<file path="src/hw/rtl/swm_pkg.sv">
`timescale 1ns / 1ps

package swm_pkg;

	localparam int MAX_WINDOW  = 32;
	localparam int SAMPLE_BITS = 32;
	localparam int IDX_W       = $clog2(MAX_WINDOW);
	localparam int LEN_W       = $clog2(MAX_WINDOW + 1);
	localparam int CFG_W       = 6;
	localparam logic [LEN_W-1:0] RESET_LEN = LEN_W'(3);

	typedef logic signed [SAMPLE_BITS-1:0] sample_t;
	typedef logic [IDX_W-1:0] age_t;

	// what a cell shows to the cell below it
	typedef struct packed {
		sample_t val;
		age_t    age;
		logic    le;
	} swm_up_t;

	// compacted view a cell hands to the cell above it
	typedef struct packed {
		logic    pass;
		sample_t val;
		age_t    age;
		logic    le;
	} swm_dn_t;

	// shared controls for every cell
	typedef struct packed {
		logic load;
		logic full;
		age_t old_age;
	} swm_ctl_t;

endpackage

</file>
<file path="src/hw/rtl/swm_cell.sv">
`timescale 1ns / 1ps

module swm_cell
	import swm_pkg::*;
(
	input  logic     clk,
	input  swm_ctl_t ctl,
	input  logic     held,
	input  sample_t  sample,
	input  swm_up_t  up_in,
	input  swm_dn_t  dn_in,
	output swm_up_t  up_out,
	output swm_dn_t  dn_out,
	output sample_t  next_val
);

	sample_t val_q;
	age_t    age_q;
	logic    le;
	logic    evict;
	age_t    next_age;

	assign le    = held && (val_q <= sample);
	assign evict = held && ctl.full && (age_q == ctl.old_age);

	assign up_out.val = val_q;
	assign up_out.age = age_q;
	assign up_out.le  = le;

	// view of the window with the evicted item squeezed out
	assign dn_out.pass = dn_in.pass | evict;
	assign dn_out.val  = dn_out.pass ? up_in.val : val_q;
	assign dn_out.age  = dn_out.pass ? up_in.age : age_q;
	assign dn_out.le   = dn_out.pass ? up_in.le  : le;

	always_comb begin
		if (dn_out.le) begin
			next_val = dn_out.val;
			next_age = dn_out.age + age_t'(1);
		end else if (dn_in.le) begin
			next_val = sample;
			next_age = '0;
		end else begin
			next_val = dn_in.val;
			next_age = dn_in.age + age_t'(1);
		end
	end

	always_ff @(posedge clk) begin
		if (ctl.load) begin
			val_q <= next_val;
			age_q <= next_age;
		end
	end

endmodule
</file>
<file path="config.mk">
export PLATFORM = sky130hd
export DESIGN_NAME = swm_cell
export DESIGN_NICKNAME = d
export VERILOG_FILES = /design/src/hw/rtl/swm_pkg.sv /design/src/hw/rtl/swm_cell.sv
export SDC_FILE = /design/constraint.sdc
export NUM_CORES = 1
export LEC_CHECK = 0
export BUFFER_PORTS_ARGS = -buffer_cell sky130_fd_sc_hd__buf_2
export CAP_MARGIN = 20
export CORE_AREA = 2 2 92 94
export CTS_CLUSTER_SIZE = 30
export DETAILED_ROUTE_END_ITERATION = 10
export DIE_AREA = 0 0 94 96
export PLACE_DENSITY = 0.84
export SLEW_MARGIN = 10
export SYNTH_ARGS = -nofsm -noshare
export SYNTH_HDL_FRONTEND = slang
export SYNTH_SLANG_ARGS = --single-unit
</file>
<file path="constraint.sdc">
create_clock -name clk -period 5.6 [get_ports clk]
set_input_delay 1.12 -clock clk [delete_from_list [all_inputs] [get_ports clk]]
set_output_delay 1.12 -clock clk [all_outputs]
set_load 0.1 [all_outputs]
</file>
After elaboration in Yosys (flattened, before gate mapping)
Cells that the tools add are included.
Widths: inputs -> output; s select.
{"block": "classes", "n_addsub": 2, "mul": 0, "div": 0, "order_cmp": 1, "eq_ne": 1, "shifts": 0, "n_mux": 7, "bitwise": 1, "reduce_logical": 3}
{"op": "$mux 32", "n": 3}
{"op": "$le 32x32->1", "n": 1}
{"op": "$mux 5", "n": 3}
{"op": "$add 5x1->5 const B", "n": 2}
{"op": "$eq 5x5->1", "n": 1}
{"op": "$logic_and 1x1->1", "n": 3}
{"op": "$mux 1", "n": 1}
{"op": "$or 1x1->1", "n": 1}
{"block": "word_totals", "regBits": 37, "latchBits": 0, "mem_bits_rw": 0, "mem_bits_ro": 0, "inputBits": 118, "out_inout_bits": 109, "elab_cells": 17, "memories": 0}

Logic depth before layout (Yosys ltp)
{"block": "logic_depth", "ltp_word": 6, "mapped_depth": 11, "mapped_depth_nobuf": 9}

Worst setup path before layout
No wires, ideal clock.
{"block": "synth_timing", "kind": "input to output", "startpoint": "in sample[31]", "endpoint": "out next_val[22]", "t_arrival_ns": 3.548, "required_ns": 4.480, "path_slack_ns": 0.932, "cell_stages": 10, "path_buffers": 2, "cell_sequence": "inv_1 ha_1 nand4_2 or4_4 nand3b_4 o2111a_1 nor3_2 buf_6 buf_12 mux2_4"}
{"item": "start: declaration", "line": "swm_cell.sv:9", "source": "input sample_t sample,"}
{"item": "end: declaration", "line": "swm_cell.sv:14", "source": "output sample_t next_val"}

Worst setup path after layout
{"block": "layout_timing", "startpoint": "in sample[13]", "endpoint": "out next_val[31]"}
{"block": "layout_via", "elab_chain_len": 4}
{"item": "$le 32x32->1", "line": "swm_cell.sv:23", "source": "assign le = held && (val_q <= sample);"}
{"item": "$logic_and 1x1->1", "line": "swm_cell.sv:23"}
{"item": "$mux 1", "line": "swm_cell.sv:34", "source": "assign dn_out.le = dn_out.pass ? up_in.le : le;"}
{"item": "$mux 32", "line": "swm_cell.sv:37", "source": "if (dn_out.le) begin"}
Every way passes these cells.

==> flow_summary.json <==
{
  "status": "finished, final reports clean",
  "cp.required_ns": 4.48,
  "synthAdderAreaFrac_pct": 12.1,
  "maxCapViolCount": 0,
  "powerDensity_nw_per_um2": 363,
  "hold_buffers": 0,
  "cts_made_buffers": 5,
  "yosys-top-cells-count": "mux2_2, a21oi_1, inv_1, nor2_1, edfxtp_1",
  "ir_worst_vdd_uv": 198,
  "start_util_pct": 43.5,
  "synthTopCellsByArea": "edfxtp_1, mux2_2, ha_1, mux2_4, a21oi_1",
  "cts_root_buf": "clkbuf_8",
  "max_slew_margin_pct": 25.2,
  "antenna_found_initial": 0,
  "synth_most_common_cell": "mux2_2",
  "grt_overflow_total": 0,
  "cp.arrival_ns": 4.00,
  "ioPinCount": 227,
  "die_y_um": 96,
  "finalMaxSlewViolations": 0,
  "yosysWarnings": 0,
  "period_needed_ns": 5.12,
  "critPathTopFamily": "compound AO/OA/AOI/OAI gates",
  "nets": 712,
  "fp-row-count": 33,
  "synth-xor-area-share_pct": 3.00,
  "netlist_area_um2": 3500,
  "hpwlAfterDp_mm": 8.70,
  "port_buffers": 226,
  "post_cts_buffers": 0,
  "synth_cells": 340,
  "async_flop_share_pct": 0,
  "slowest_delay_ns": 0.41,
  "firstDrtPassIters": 4,
  "cts_tree": "built",
  "yosys.area.top_type": "edfxtp_1",
  "gr-usage-all-layers_pct": 23.0,
  "area_growth_pct": 41.7,
  "routedWlPerCell_um": 16.3,
  "grt_pass1_wl_mm": 15.9,
  "crit_buf_inv": 4,
  "grt_pass1_vias": 3305,
  "die_w_um": 94,
  "avgSynthCellArea_um2": 10.3,
  "ys_ff_latch": 37,
  "ant_nets": 0,
  "period_share_pct": 91.4,
  "cts.sinks": 37,
  "critical_path_class": "input port to output port",
  "core_um2": 8050,
  "cts_buffer_depth": 2,
  "worstSetupEndpointType": "output port",
  "ys.flop_type": "edfxtp_1",
  "syn_nets": 492,
  "path_cells": "buf_2 > inv_1 > ha_1 > a21o_1 > a21o_1 > a221oi_1 > a31oi_2 > o2111a_1 > nor3_4 > buf_12 > mux2_2 > buf_2",
  "via_per_inst": 5.17,
  "max_freq_mhz": 195,
  "drt_wl_total_mm": 10.9,
  "dieArea_um2": 9020,
  "rsz0062_at_grt": "false",
  "setup_viol": 0,
  "clk_latency_ns": 0.28,
  "final_util_pct": 61.6,
  "clk_pin_slew_ns": 0.07,
  "drc": 0,
  "rrSetupSlack_ns": 2.13,
  "crit_path_start_kind": "input port",
  "drtIter0Drc": 85,
  "worst_pin_slew_ns": 1.12,
  "synthSimpleGateAreaFrac_pct": 9.50,
  "diodes": 0,
  "synth_cell_types": 37,
  "vias": 3445,
  "grt_max_degree": 63,
  "synth-edff-count": 37,
  "cts_max_level": 2,
  "synth_top_area_share_pct": 31.7,
  "drive_gt1_share_pct": 56.1,
  "finalHoldViolCount": 0,
  "place.gp.congestion": 0.761,
  "finClkSkew_ns": 0.00614,
  "p_leak_nw": 2.53,
  "synth_mux_area_share_pct": 26.4,
  "synth_seq_area_share_pct": 31.7,
  "cts.repair.resized": 0,
  "synth_compound_area_share_pct": 9.86,
  "hp-class": "register to register",
  "crit_slowest_cell": "a221oi_1",
  "crit_fanout": 30,
  "tns_ns": 0,
  "synth_top_family_by_area": "multiplexers"
}
==> worst paths after layout <==
check,from,end,cells after the start
worst min register to register,val_q[26],val_q[26],2
worst max register to register,age_q[1],age_q[4],10
worst min-delay path,val_q[26],val_q[26],2
worst max-delay path,sample[13],next_val[31],12
==> flip-flops by register name, summed over array words and instances, names as in the netlist <==
| name | count |
|---|---|
| age_q | 5 |
| val_q | 32 |
==> routing by layer <==
metal | GRT usage, % | vias up | routed length, µm
li1 | - | 1659 | -
met1 | 25.9 | 1581 | 4260
met2 | 43.2 | 182 | 5600
met3 | 4.07 | 23 | 755
met4 | 8.33 | 0 | 270
met5 | 0 | - | 0
==> through the flow <==
step | setup WS [ns] | hold slack, ns | cell area (µm²) | total power [mW] | instances
after floorplan | 0.932 | 1.23 | 3500 | 1.39 | 340
after global placement | 0.500 | 0.756 | 4880 | 1.61 | 658
after detailed placement | 0.403 | 0.766 | 4880 | 1.63 | 658
after CTS | 0.404 | 0.786 | 4960 | 1.81 | 666
after global routing | 0.274 | 0.816 | 4960 | 1.87 | 666
final | 0.481 | 0.783 | 4960 | 1.80 | 666
==> power breakdown <==
group          total (mW)  internal (mW)  switching, mW
sequential          0.377          0.350         0.0267
clock               0.180         0.0885         0.0917
combinational        1.24          0.284          0.958
total                1.80          0.723           1.08
==> layout make-up <==
type / count / area [µm²]
timing repair buffer: 230 / 1340
clock buffer: 8 / 80.1
multi-input combinational: 248 / 2160
inverter: 38 / 143
sequential: 37 / 1110
fill: 720 / 3090
tap: 105 / 131
==> worst reg2reg max path, stage by stage, from the launching register on <==
cell      delay (ns)
edfxtp_1        0.46
xor2_1          0.18
nor4_1          0.54
a41oi_4         0.47
buf_4           0.43
mux2i_1         0.33
inv_1           0.13
ha_1            0.25
nand3_1         0.10
xnor2_1         0.07
mux2_2          0.26
==> cells in the final DEF, fill, tap and decap left out <==
cell,Yosys,layout
buf_2,4,215
mux2_2,54,54
a21oi_1,41,41
inv_1,38,38
nor2_1,38,38
edfxtp_1,37,37
ha_1,34,34
mux2_4,19,19
buf_12,2,12
nand2_1,9,9
xor2_1,8,8
nand4_1,5,5
a21o_1,5,5
clkbuf_8,0,5
xnor2_1,4,4
o21ai_0,4,4
nand3_1,4,4
mux2i_1,3,3
clkbuf_1,8,3
buf_4,2,3
nor4_1,2,2
a221oi_1,2,2
nand2b_1,2,2
a41oi_4,0,1
nor4_2,1,1
nand4_2,1,1
or4_4,1,1
a31oi_2,1,1
o21a_1,1,1
a2bb2oi_1,1,1
o311ai_0,1,1
nand3b_4,1,1
a21boi_0,1,1
o2111a_1,1,1
nor3_4,0,1
nor3b_1,1,1
nor2b_1,1,1
==> cells by family (layout without fill, tap and decap cells) <==
logic type	after synthesis	count (layout)
mux	76	76
flops	37	37
fa+ha+maj	34	34
xor+xnor	12	12
simple gates	67	67
buf+inv	55	276
compound gates	59	59
No activity file was read; power rests on OpenSTA's default activity.
